## src/hw/rtl/length_prefixed_frame_receiver_assert.svh

```systemverilog
// Assertion helpers for the receiver RTL.
`ifndef LENGTH_PREFIXED_FRAME_RECEIVER_ASSERT_SVH
`define LENGTH_PREFIXED_FRAME_RECEIVER_ASSERT_SVH

// Clocked check, silenced while reset is held.
`define LPFR_ASSERT(lbl, prop, msg) \
    lbl: assert property (@(posedge aclk) disable iff (!aresetn) prop) else $error(msg);

// Clocked check that also holds through reset.
`define LPFR_ASSERT_ALWAYS(lbl, prop, msg) \
    lbl: assert property (@(posedge aclk) prop) else $error(msg);

`endif

```

## src/hw/rtl/lpfr_pkg.sv

```systemverilog
package lpfr_pkg;

    localparam int BUFFER_DEPTH = 64;
    localparam int ADDR_W       = $clog2(BUFFER_DEPTH);
    localparam int WP_W         = $clog2(BUFFER_DEPTH + 1);
    localparam int LEN_W        = 16;
    localparam int HEADER_LAST  = 3;
    localparam int HEADER_LOW   = 2;
    localparam int BYTE_W       = 8;

    localparam int          PADDR_W          = 3;
    localparam logic [15:0] TIMEOUT_RESET    = 16'd40;

    typedef enum logic [0:0] {
        REG_TIMEOUT = 1'b0,
        REG_NONE    = 1'b1
    } reg_index_t;

    typedef enum logic [1:0] {
        CMD_BYTE    = 2'd0,
        CMD_TICK    = 2'd1,
        CMD_RELEASE = 2'd2,
        CMD_READ    = 2'd3
    } cmd_t;

    typedef enum logic [1:0] {
        RX_IDLE      = 2'd0,
        RX_RECEIVING = 2'd1,
        RX_READY     = 2'd2
    } rx_state_t;

    typedef struct packed {
        cmd_t        command;
        logic [7:0]  rx_byte;
        logic [5:0]  read_index;
    } in_item_t;

    typedef struct packed {
        logic [1:0]  rx_state;
        logic [6:0]  byte_count;
        logic [15:0] payload_length;
        logic        frame_complete;
        logic        overflow;
        logic        timed_out;
        logic [7:0]  read_data;
    } out_item_t;

endpackage

```

## src/hw/rtl/length_prefixed_frame_receiver.sv

```systemverilog
// Length-prefixed frame receiver.
// The s_ channel carries one command per beat: a received byte, a timer tick,
// a release of the held frame, or a read of a stored byte. Every input beat
// yields exactly one result beat on the m_ channel with the state after the
// command, the byte count, the latched payload length, the event flags and,
// for reads, the stored byte.
// m_valid rises the cycle after a beat is accepted; one beat is taken every
// cycle unless m_ stalls. The command is decoded and the state updated in the
// cycle it is accepted; the frame store read port and the result register
// are loaded on the same edge, so both appear together on the next cycle.
// When the m_ side stalls, the held result stays put and s_ready drops until
// it is taken; s_ready is high whenever the result register is empty or
// being emptied.
// The APB port holds timeout_ticks at address 0, loaded into the inactivity
// countdown by each byte that opens or continues a frame.
// Reset puts the receiver idle with zero count, length and countdown and
// restores timeout_ticks to 40. The frame store is not cleared; only bytes
// written in the latest frame are ever read back.
module length_prefixed_frame_receiver
    import lpfr_pkg::*;
(
    input  logic               aclk,
    input  logic               aresetn,
    input  logic               s_valid,
    output logic               s_ready,
    input  in_item_t           s_data,
    output logic               m_valid,
    input  logic               m_ready,
    output out_item_t          m_data,
    input  logic               psel,
    input  logic               penable,
    input  logic               pwrite,
    input  logic [PADDR_W-1:0] paddr,
    input  logic [31:0]        pwdata,
    output logic [31:0]        prdata,
    output logic               pready
);

`include "length_prefixed_frame_receiver_assert.svh"

    rx_state_t         state_reg, state_next, st_eff;
    logic [WP_W-1:0]   wp_reg, wp_next, wp_eff;
    logic [LEN_W-1:0]  len_reg, len_next;
    logic [15:0]       count_reg, count_next;
    logic [15:0]       timeout_reg;
    logic [7:0]        hdr_low_reg, hdr_low_next;

    logic              m_valid_reg;
    out_item_t         out_reg, out_next;
    logic              rd_ok_reg, rd_ok_next;
    logic [7:0]        ram_q_reg;
    logic [7:0]        frame_mem [BUFFER_DEPTH];

    logic              s_fire;
    logic              wp_fits, len_hit;
    logic              mem_we;
    logic              done, ovf, tmo;
    reg_index_t        reg_index;

    assign s_ready = !m_valid_reg || m_ready;
    assign s_fire  = s_valid && s_ready;
    assign pready  = 1'b1;
    assign m_valid = m_valid_reg;

    // ---------------- configuration ----------------
    assign reg_index = reg_index_t'(paddr[2]);

    always_ff @(posedge aclk) begin
        if (!aresetn) begin
            timeout_reg <= TIMEOUT_RESET;
        end else if (psel && penable && pwrite && pready) begin
            unique case (reg_index)
                REG_TIMEOUT: timeout_reg <= pwdata[15:0];
                default:     ;
            endcase
        end
    end

    always_comb begin
        unique case (reg_index)
            REG_TIMEOUT: prdata = {16'd0, timeout_reg};
            default:     prdata = 32'd0;
        endcase
    end

    // ---------------- byte decode ----------------
    // A byte seen while idle opens a new frame at position zero.
    assign st_eff  = (state_reg == RX_IDLE) ? RX_RECEIVING : state_reg;
    assign wp_eff  = (state_reg == RX_IDLE) ? '0 : wp_reg;
    assign wp_fits = wp_eff < WP_W'(BUFFER_DEPTH);
    assign len_hit = (wp_eff > WP_W'(HEADER_LAST)) &&
                     (LEN_W'(wp_eff - WP_W'(HEADER_LAST)) == len_reg);

    // ---------------- next state ----------------
    always_comb begin
        state_next = state_reg;
        if (s_fire) begin
            unique case (s_data.command)
                CMD_BYTE: begin
                    if (st_eff == RX_RECEIVING) begin
                        if (!wp_fits) begin
                            state_next = RX_IDLE;
                        end else if (len_hit) begin
                            state_next = RX_READY;
                        end else begin
                            state_next = RX_RECEIVING;
                        end
                    end
                end
                CMD_TICK: begin
                    if (count_reg == '0 && state_reg == RX_RECEIVING) begin
                        state_next = RX_IDLE;
                    end
                end
                CMD_RELEASE: state_next = RX_IDLE;
                CMD_READ:    state_next = state_reg;
                default:     state_next = state_reg;
            endcase
        end
    end

    // ---------------- datapath and flags ----------------
    always_comb begin
        wp_next      = wp_reg;
        len_next     = len_reg;
        count_next   = count_reg;
        hdr_low_next = hdr_low_reg;
        mem_we       = 1'b0;
        done         = 1'b0;
        ovf          = 1'b0;
        tmo          = 1'b0;
        rd_ok_next   = 1'b0;
        if (s_fire) begin
            unique case (s_data.command)
                CMD_BYTE: begin
                    if (st_eff == RX_RECEIVING) begin
                        wp_next    = wp_eff;
                        count_next = timeout_reg;
                        if (wp_fits) begin
                            mem_we  = 1'b1;
                            wp_next = wp_eff + 1'b1;
                            done    = len_hit;
                            if (wp_eff == WP_W'(HEADER_LOW)) begin
                                hdr_low_next = s_data.rx_byte;
                            end
                            if (wp_eff == WP_W'(HEADER_LAST)) begin
                                len_next = {s_data.rx_byte, hdr_low_reg};
                            end
                        end else begin
                            ovf = 1'b1;
                        end
                    end
                end
                CMD_TICK: begin
                    if (count_reg != '0) begin
                        count_next = count_reg - 1'b1;
                    end else if (state_reg == RX_RECEIVING) begin
                        tmo = 1'b1;
                    end
                end
                CMD_READ:    rd_ok_next = WP_W'(s_data.read_index) < wp_reg;
                CMD_RELEASE: ;
                default:     ;
            endcase
        end
    end

    always_comb begin
        out_next.rx_state       = state_next;
        out_next.byte_count     = wp_next;
        out_next.payload_length = len_next;
        out_next.frame_complete = done;
        out_next.overflow       = ovf;
        out_next.timed_out      = tmo;
        out_next.read_data      = '0;
    end

    // ---------------- registers ----------------
    always_ff @(posedge aclk) begin
        if (!aresetn) begin
            state_reg   <= RX_IDLE;
            wp_reg      <= '0;
            len_reg     <= '0;
            count_reg   <= '0;
            m_valid_reg <= 1'b0;
        end else begin
            state_reg <= state_next;
            wp_reg    <= wp_next;
            len_reg   <= len_next;
            count_reg <= count_next;
            if (s_fire) begin
                m_valid_reg <= 1'b1;
            end else if (m_ready) begin
                m_valid_reg <= 1'b0;
            end
        end
    end

    // Hold the result while the m_ side stalls.
    always_ff @(posedge aclk) begin
        hdr_low_reg <= hdr_low_next;
        if (s_fire) begin
            out_reg   <= out_next;
            rd_ok_reg <= rd_ok_next;
        end
    end

    // ---------------- frame store ----------------
    always_ff @(posedge aclk) begin
        if (mem_we) begin
            frame_mem[wp_eff[ADDR_W-1:0]] <= s_data.rx_byte;
        end
    end

    always_ff @(posedge aclk) begin
        if (s_fire) begin
            ram_q_reg <= frame_mem[s_data.read_index];
        end
    end

    always_comb begin
        m_data           = out_reg;
        m_data.read_data = rd_ok_reg ? ram_q_reg : 8'd0;
    end

    // ---------------- checks ----------------
    `LPFR_ASSERT(a_fire_gives_result, s_fire |=> m_valid_reg,
                 "accepted beat left no result")
    `LPFR_ASSERT(a_release_idles,
                 s_fire && s_data.command == CMD_RELEASE |=> state_reg == RX_IDLE,
                 "release did not idle")
    `LPFR_ASSERT(a_ready_ignores_bytes,
                 s_fire && s_data.command == CMD_BYTE && state_reg == RX_READY |=>
                 state_reg == RX_READY && $stable(wp_reg),
                 "byte altered a held frame")
    `LPFR_ASSERT(a_one_flag,
                 m_valid_reg |->
                 $countones({out_reg.frame_complete, out_reg.overflow,
                             out_reg.timed_out}) <= 1,
                 "more than one event flag")
    `LPFR_ASSERT(a_wp_bound, wp_reg <= WP_W'(BUFFER_DEPTH),
                 "write position past the store")

endmodule

```

## config.mk

```make
export PLATFORM = sky130hd
export DESIGN_NAME = length_prefixed_frame_receiver
export DESIGN_NICKNAME = d
export VERILOG_FILES = /design/src/hw/rtl/lpfr_pkg.sv /design/src/hw/rtl/length_prefixed_frame_receiver.sv
export VERILOG_INCLUDE_DIRS = /design/src /design/src/hw/rtl
export SDC_FILE = /design/constraint.sdc
export NUM_CORES = 1
export LEC_CHECK = 0
export BUFFER_PORTS_ARGS = -buffer_cell sky130_fd_sc_hd__buf_2
export CORE_MARGIN = 2
export CORE_UTILIZATION = 60
export DETAILED_ROUTE_END_ITERATION = 6
export PLACE_DENSITY = 0.78
export SKIP_LAST_GASP = 1
export SLEW_MARGIN = 20
export SYNTH_ARGS = -nofsm -noshare
export SYNTH_HDL_FRONTEND = slang
export SYNTH_SLANG_ARGS = --single-unit
```

## constraint.sdc

```tcl
create_clock -name aclk -period 3.7 [get_ports aclk]
set_clock_uncertainty 0.1 [all_clocks]
set_input_delay 0.74 -clock aclk [delete_from_list [all_inputs] [get_ports aclk]]
set_output_delay 0.74 -clock aclk [all_outputs]
set_load 0.05 [all_outputs]
```

After elaboration in Yosys (flattened, before gate mapping)
Memory sizes are Yosys's and may differ from the RTL's. A register that Yosys moved wholly into a read port is not among the register bits.
Cells that the tools add are included.
{"block": "totals", "ff_bits": 95, "latch_bits": 0, "ramBits": 512, "mem_bits_ro": 0, "elab_cells": 84, "n_memories": 1}
{"block": "classes", "add_sub_neg": 3, "n_mul": 0, "n_div": 0, "n_lt_le_gt_ge": 3, "eq_ne": 10, "shift": 0, "mux": 32, "bitwise": 2, "reduce_logical": 19}
{"memory": "frame_mem", "words": 64, "width": 8, "rd": 1, "rd_ports_with_merged_regs": 1, "wr": 1, "line": "length_prefixed_frame_receiver.sv:52", "source": "logic [7:0] frame_mem [BUFFER_DEPTH];"}
{"op": "2-to-1 mux 16 bit", "count": 8}
{"op": "2-to-1 mux 7 bit", "count": 5}
{"op": "one-hot mux 16 bit (2 select lines)", "count": 1}
{"op": "== test 16 bit", "count": 1}
{"op": "zero test 16 bit", "count": 1}
{"op": "nonzero test 16 bit", "count": 1}
{"op": "subtractor 16 x 1 -> 16 bit, second input constant", "count": 1}
{"op": "== test 7 x 2 -> 1 bit, second input constant", "count": 2}
{"op": "2-to-1 mux 2 bit", "count": 6}
{"op": "2-to-1 mux 1 bit", "count": 10}
{"op": "2-to-1 mux 8 bit", "count": 1}
{"op": "one-hot mux 2 bit (4 select lines)", "count": 1}
{"op": "subtractor 7 x 2 -> 8 bit, second input constant", "count": 1}
{"op": "adder 7 x 1 -> 7 bit, second input constant", "count": 1}
{"op": "greater-than comparator 7 x 2 -> 1 bit, second input constant", "count": 1}
{"op": "< comparator 6 x 7 -> 1 bit", "count": 1}
{"op": "< comparator 7 bit, second input constant", "count": 1}
{"op": "== test 2 x 1 -> 1 bit, second input constant", "count": 3}
{"op": "logical AND 1 bit", "count": 5}
{"op": "AND reduction 5 bit", "count": 1}
{"op": "== test 2 bit, second input constant", "count": 2}
{"op": "zero test 2 bit", "count": 2}
{"op": "!= test 2 bit, second input constant", "count": 2}
{"op": "AND reduction 2 bit", "count": 2}
{"op": "7 further kinds", "count": 9}

Depth between registers and ports, before layout
Gate-level depths: netlist (run 1).
{"block": "logic_depth", "word_depth": 10, "mapped_depth": 11, "depth_no_buf": 9}

Least setup slack after synthesis (run 1)
OpenSTA, ideal clock, no wires.
{"block": "synth_timing", "path_type": "in2reg", "from": "input m_ready", "to": "memory frame_mem[0][0], enable pin", "setup_ps": 371, "t_arrival_ps": 3084, "setup_slack_ps": 145, "stages": 5, "n_path_buf": 0, "cell_sequence": "nand2b_1 > nand2_1 > inv_1 > nand3_1 > nor2_1"}
{"block": "synth_via", "elab_chain_cells": 5}
{"item": "from (decl)", "line": "length_prefixed_frame_receiver.sv:28", "source": "input logic m_ready,"}
{"item": "logical OR 1 bit", "line": "length_prefixed_frame_receiver.sv:60", "source": "assign s_ready = !m_valid_reg || m_ready;"}
{"item": "logical AND 1 bit", "line": "length_prefixed_frame_receiver.sv:61", "source": "assign s_fire = s_valid && s_ready;"}
{"item": "net s_fire", "line": "length_prefixed_frame_receiver.sv:54", "source": "logic s_fire;"}
{"item": "2-to-1 mux 1 bit", "line": "length_prefixed_frame_receiver.sv:133", "source": "if (s_fire) begin"}
{"item": "2-to-1 mux 1 bit", "line": "length_prefixed_frame_receiver.sv:210", "source": "if (mem_we) begin"}
{"item": "2-to-1 mux 1 bit (not written as such)", "line": "length_prefixed_frame_receiver.sv:211", "source": "frame_mem[wp_eff[ADDR_W-1:0]] <= s_data.rx_byte;"}
{"item": "to (decl)", "line": "length_prefixed_frame_receiver.sv:52"}
The timed path passes the listed nets, and every way through them passes these cells.

Worst setup path after layout (run 1)
{"block": "layout_timing", "from": "register state_reg[1]", "to": "register out_reg, in the netlist m_data[34], data pin"}
{"block": "layout_via", "elab_chain_cells": 10, "elab_cells_between_ends": 17, "classes_between": "1 x add/sub; 2 x order compare; 3 x eq/ne; 8 x mux; 3 x reduce/logical"}
{"item": "from (decl)", "line": "length_prefixed_frame_receiver.sv:41", "source": "rx_state_t state_reg, state_next, st_eff;"}
{"item": "from (signal assigned)", "line": "length_prefixed_frame_receiver.sv:187", "source": "state_reg <= state_next;"}
{"item": "zero test 2 bit", "line": "length_prefixed_frame_receiver.sv:88, length_prefixed_frame_receiver.sv:89"}
{"item": "2-to-1 mux 7 bit", "line": "length_prefixed_frame_receiver.sv:89", "source": "assign wp_eff = (state_reg == RX_IDLE) ? '0 : wp_reg;"}
{"item": "subtractor 7 x 2 -> 8 bit", "line": "length_prefixed_frame_receiver.sv:92", "source": "(LEN_W'(wp_eff - WP_W'(HEADER_LAST)) == len_reg);"}
{"item": "== test 16 bit", "line": "length_prefixed_frame_receiver.sv:92"}
{"item": "logical AND 1 bit", "line": "length_prefixed_frame_receiver.sv:91", "source": "assign len_hit = (wp_eff > WP_W'(HEADER_LAST)) &&"}
{"item": "2-to-1 mux 2 bit", "line": "length_prefixed_frame_receiver.sv:103", "source": "end else if (len_hit) begin"}
{"item": "2-to-1 mux 2 bit", "line": "length_prefixed_frame_receiver.sv:101", "source": "if (!wp_fits) begin"}
{"item": "2-to-1 mux 2 bit", "line": "length_prefixed_frame_receiver.sv:100", "source": "if (st_eff == RX_RECEIVING) begin"}
{"item": "one-hot mux 2 bit (4 select lines) *", "line": "length_prefixed_frame_receiver.sv:98", "source": "unique case (s_data.command)"}
{"item": "2-to-1 mux 2 bit *", "line": "length_prefixed_frame_receiver.sv:97", "source": "if (s_fire) begin"}
{"item": "net state_next[0]", "line": "length_prefixed_frame_receiver.sv:41"}
{"item": "to (signal assigned)", "line": "length_prefixed_frame_receiver.sv:203", "source": "out_reg <= out_next;"}
{"item": "to (decl)", "line": "length_prefixed_frame_receiver.sv:49", "source": "out_item_t out_reg, out_next;"}
The timed path passes the listed nets; every way through them passes the cells marked *.
A chain may end at the register's enable or synchronous reset.

==> flow_metrics.env, run 1 <==
export IMPL_grt_remaining_overflow=0
export IMPL_synth_cell_types=68
export IMPL_yosysWarnings=0
export IMPL_fmax_mhz=333.0
export IMPL_register_area_mm2=0.01789
export IMPL_ys_flop_type="edfxtp_1"
export IMPL_drc=0
export IMPL_p_total_uw=14410
export IMPL_cap_viol_max_count=0
export IMPL_synth_top_cell_by_area="edfxtp_1"
export IMPL_timing_setup_tns_ps=0
export IMPL_gp_congestion=0.8868
export IMPL_synth_area_top_cells="edfxtp_1, mux4_2, dfxtp_1"
export IMPL_initialDrtViolationCount=1489
export IMPL_fill_cells=2492
export IMPL_layout_commonest_cell="edfxtp_1"
export IMPL_routedWlPerCell_um=25.84
export IMPL_rsz0062_at_grt="no"
export IMPL_post_route_min_period_ps=3003
export IMPL_clk_latency_ps=610
export IMPL_area_growth_pct=14.31
export IMPL_drtAntennaViolNets=0
export IMPL_crit_fanout=9
export IMPL_final_net_count=1630
export IMPL_yosysSeqAreaShare_pct=72.92
export IMPL_required_ps=3950
export IMPL_cts_resized_gates=0
export IMPL_relSlewSlack_pct=30.13
export IMPL_root_buffer="clkbuf_16"
export IMPL_total_leakage_power_uw=0.009327
export IMPL_path_clk_slew_ps=60
export IMPL_io_buffers=93
export IMPL_postRouteWirelength_um=55410
export IMPL_grt_pass1_wl_um=82790
export IMPL_async_flop_share_pct=0
export IMPL_initial_utilization_pct=60.49
export IMPL_chipWidth_um=206.2
export IMPL_clk_path_buf_depth=3
export IMPL_wl_met2_um=27340
export IMPL_setup_viol=0
export IMPL_viasPerCell=6.363
export IMPL_grt_max_degree=53
export IMPL_setup_slack_ps=697.4
export IMPL_synth_top_area_share_pct=68.19
export IMPL_cts_made_buffers=57
export IMPL_wl_met1_um=21250
export IMPL_cts_tree="built"
export IMPL_core_area_mm2=0.04055
export IMPL_post_cts_repair_setup_buffers=0
export IMPL_ir_worst_vdd_mv=0.3518
export IMPL_dp_cells=2037
export IMPL_multiInputGateArea_mm2=0.006166
export IMPL_avgSynthCellArea_um2=17.67
export IMPL_synth_edf_count=557
export IMPL_dp_hpwl_um=34410
export IMPL_die_area_mm2=0.04252
export IMPL_powerDensity_mw_per_mm2=513.9
export IMPL_met3_length_um=4866
export IMPL_grt_use_total_pct=26.86
export IMPL_start_kind="register"
export IMPL_status="finished clean"
export IMPL_syn_inst=1388
export IMPL_antenna_found_initial=1
export IMPL_drt_pass1_iterations=6
export IMPL_pin_count=129
export IMPL_layout_common_cells="edfxtp_1, mux4_2, buf_4"
export IMPL_vias=13640
export IMPL_arrival_ps=3260
export IMPL_hold_buffers=0
export IMPL_die_y_um=206.2
export IMPL_syn_cell_area_mm2=0.02453
export IMPL_dp_worst_setup_slack_ps=497.8
export IMPL_top_layer="met5"
export IMPL_synth_seq_cells=615
export IMPL_slew_violations=0
export IMPL_fin_cells=2144
export IMPL_h_tree_depth=2
export IMPL_rows=74
export IMPL_grt_pass1_vias=13630
export IMPL_tightest_slew_ps=1048
export IMPL_diodes=0
export IMPL_final_hold_viol_count=0
export IMPL_worstHoldPathType="in2reg"
export IMPL_largest_register_ffs=512
export IMPL_cts_sinks=615
export IMPL_critPathKind="reg2reg"
export IMPL_fin_crit_sh_pct=81.15
export IMPL_layout_drive_gt1_share_pct=27.54
export IMPL_endpoint_kind="register"
==> critical path, stage by stage (launching register included) <==
cell and delay [ps]:
dfxtp_1 520, or2_1 350, nand2_1 100, ha_1 340, xnor2_1 130, a2111oi_0 360
nand2_1 150, nor4_2 300, a21oi_1 140, or2_1 240
==> final cells by class <==
cell class                 count  area share (%)
clock buffer                  72           5.475
inverter                      18          0.2410
tap                          532           2.374
multi-input combinational    674           21.99
timing repair buffer         199           4.850
clock inverter                34           1.276
sequential                   615           63.79
==> power by group <==
group | switching (uW) | internal, uW
sequential | 28.3 | 7610
combinational | 580 | 278
clock | 2490 | 3420
total | 3100 | 11300
==> cell families (layout without fill, tap and decap cells) <==
kind of cell | Yosys count | after routing | synth area share (%)
AND/OR/NAND/NOR | 322 | 322 | 6.728
multiplexers | 147 | 147 | 12.76
adder cells (fa/ha/maj) | 7 | 7 | 0.3570
other | 2 | 17 | 0.03062
AO/OA/AOI/OAI | 173 | 173 | 4.734
buffers and inverters | 114 | 323 | 2.183
XOR/XNOR | 8 | 8 | 0.2857
flip-flops | 615 | 615 | 72.92
==> synthesized netlist by cell type, types with 18 or more instances <==
master      n
buf_2      20
inv_1      18
clkbuf_1   51
nor2_1     94
a22oi_1    67
nor2b_1    23
and2_1     36
nand2_1    61
o21ai_0    23
mux4_2    128
buf_4      18
nand3_1    53
dfxtp_1    58
edfxtp_1  557
a21oi_1    37
==> worst paths after layout <==
kind                                 startpoint               to  slack (ps)  depth (start not counted)
worst max-delay path               state_reg[1]       m_data[34]         700                          9
worst min-delay path                  pwdata[5]   timeout_reg[5]         240                          3
worst max register to register     state_reg[1]       m_data[34]         700                          9
worst min register to register  timeout_reg[12]  timeout_reg[12]         350                          2
==> routing by layer <==
metal	GRT usage (%)	vias up
li1	-	5865
met1	36.69	6923
met2	43.96	731
met3	4.652	122
met4	10.18	2
met5	0	-
==> stage by stage <==
step / area, um^2 / hold slack (ps) / utilization, %
after floorplan: 24590 / 336.3 / -
after global placement: 26120 / 344.3 / 64.42
after detailed placement: 26120 / 346.3 / 64.42
after CTS: 28020 / 222.1 / 69.09
after global routing: 28040 / 248.6 / 69.14
final: 28040 / 242.2 / 69.14
No activity file was read; power rests on OpenSTA's default activity.
==> run 2, diff against run 1 <==
==> constraint.sdc (replaced) <==
create_clock -name aclk -period 3 [get_ports aclk]
set_clock_uncertainty 0.1 [all_clocks]
set_input_delay 0.6 -clock aclk [delete_from_list [all_inputs] [get_ports aclk]]
set_output_delay 0.6 -clock aclk [all_outputs]
set_load 0.05 [all_outputs]
==> run 2 against run 1 <==
Compared with the run above: combinational power grew 26%; maximum frequency increased by 10%; worst hold slack got worse by 140 ps; power grew 21%; count of clock-buffer cells in the layout shrank 1; utilization grew 0.38 points; critical path depth down 1.
==> flow_metrics.env, run 2 (synthesized netlist as in run 1, its figures left out) <==
export IMPL_status="finished clean"
export IMPL_total_leakage_power_uw=0.009411
export IMPL_start_kind="register"
export IMPL_path_delay_family="simple AND/OR/NAND/NOR gates"
export IMPL_reg2reg_depth=8
export IMPL_r2r_end="frame_mem[9][4]"
export IMPL_ir_worst_vdd_mv=0.4394
export IMPL_slowest_stage="nand2_1"
export IMPL_slew_violations=0
export IMPL_arrival_ps=2940
export IMPL_grt_pass1_vias=13370
export IMPL_area_growth_pct=14.93
export IMPL_chipWidth_um=206.2
export IMPL_endpoint_kind="register"
export IMPL_antenna_found_initial=0
export IMPL_grt_pass1_wl_um=81630
export IMPL_cts_made_buffers=57
export IMPL_diodes=0
export IMPL_timing_setup_tns_ps=0
export IMPL_crit_fanout=8
export IMPL_pin_count=129
export IMPL_drc=0
export IMPL_critPathKind="reg2reg"
export IMPL_cts_tree="built"
export IMPL_postRouteWirelength_um=54670
export IMPL_layout_common_cells="edfxtp_1, mux4_2, buf_4"
export IMPL_cts_sinks=615
export IMPL_layout_drive_gt1_share_pct=28.16
export IMPL_hold_path_startpoint="pwdata[5]"
export IMPL_die_area_mm2=0.04252
export IMPL_final_hold_viol_count=0
export IMPL_post_route_min_period_ps=2727
export IMPL_cp_cell_sequence="buf_4 -> nor3_4 -> nand3_1 -> nor4_1 -> buf_4 -> nand2_1 -> nor2_1 -> buf_4"
export IMPL_rows=74
export IMPL_grt_max_degree=40
export IMPL_tightest_slew_ps=1122
export IMPL_final_net_count=1646
export IMPL_h_tree_depth=2
export IMPL_core_area_mm2=0.04055
export IMPL_cap_viol_max_count=0
export IMPL_utilization_pct=69.52
export IMPL_routedWlPerCell_um=25.29
export IMPL_hold_depth=3
export IMPL_die_y_um=206.2
export IMPL_gp_congestion=0.9282
export IMPL_worst_r2r_setup_slack_ps=270
export IMPL_critical_path_max_stage_delay_ps=390
export IMPL_clk_latency_ps=610
export IMPL_clk_path_buf_depth=3
export IMPL_viasPerCell=6.295
export IMPL_layout_commonest_cell="edfxtp_1"
export IMPL_io_buffers=93
export IMPL_cts_resized_gates=0
export IMPL_grt_use_total_pct=26.30
export IMPL_dp_hpwl_um=35280
export IMPL_r2r_start="state_reg[1]"
export IMPL_fin_crit_sh_pct=90.89
export IMPL_crit_top_cell="buf_4"
export IMPL_setup_viol=0
export IMPL_hold_buffers=0
export IMPL_rsz0062_at_grt="no"
export IMPL_holdPathEnd="timeout_reg[5]"
export IMPL_root_buffer="clkbuf_16"
export IMPL_grt_remaining_overflow=0
export IMPL_vias=13610
export IMPL_fmax_mhz=366.7
export IMPL_drt_pass1_iterations=6
export IMPL_powerDensity_mw_per_mm2=620.9
export IMPL_path_clk_slew_ps=60
export IMPL_largest_register_ffs=512
export IMPL_initial_utilization_pct=60.49
export IMPL_drtAntennaViolNets=0
export IMPL_worstHoldPathType="in2reg"
export IMPL_required_ps=3220
export IMPL_critPathBufInv=3
export IMPL_post_cts_repair_setup_buffers=0
export IMPL_relSlewSlack_pct=25.02
export IMPL_initialDrtViolationCount=1348
[run 2: cell types whose count changed in the layout (fill, tap and decap cells not counted), sizes merged]
cell and change:
buf +16, bufinv -3, clkbuf -1, clkinv +7, clkinvlp -2, inv +1
[run 2: worst max-delay path by stage]
stage,slack (ps),cells past startpoint,to,start
finish,270,8,frame_mem[9][4],state_reg[1]
global route,140,8,frame_mem[41][3],state_reg[1]
CTS,340,8,frame_mem[12][2],state_reg[1]
detailed placement,100,8,frame_mem[12][6],s_data[15]
global placement,160,5,ram_q_reg[6],s_data[2]
floorplan,230,5,frame_mem[40][0],m_ready
[run 2: power breakdown]
group          total (uW)  internal [uW]  switching [uW]
sequential           9430           9390            40.1
clock                6990           3970            3030
combinational        1080            366             717
[run 2: area by class of cell]
cell class,instances,area [um^2]
sequential,615,17890
fill,2489,12360
multi-input combinational,674,6173
timing repair buffer,215,1568
clock buffer,71,1530
tap,532,665.6
clock inverter,37,296.5
inverter,18,71.32
[run 2: stage by stage]
| stage | cell area [um^2] | power [uW] | setup slack (ps) | hold slack, ps | std cells |
|---|---|---|---|---|---|
| final | 28190 | 17500 | 273.3 | 104.7 | 2162 |
| after global routing | 28190 | 17940 | 139.0 | 126.0 | 2162 |
| after CTS | 28190 | 17570 | 339.9 | 90.16 | 2162 |
| after detailed placement | 26360 | 10680 | 104.4 | 349.1 | 2054 |
| after global placement | 26360 | 10640 | 156.2 | 348.6 | 2054 |
| after floorplan | 24590 | 10270 | 232.5 | 336.3 | 1403 |
[run 2: worst reg2reg max path, stage by stage, from the launching register on]
cell	delay [ps]
dfxtp_1	330
buf_4	160
nor3_4	270
nand3_1	200
nor4_1	300
buf_4	180
nand2_1	390
nor2_1	300
buf_4	220
[run 2: routing by layer]
metal	track usage [%]	routed length, um	vias to the layer above
met5	0	0	-
li1	-	-	5904
met1	36.49	20700	6848
met4	8.061	1550	0
met2	42.94	27100	761
met3	5.030	5323	96
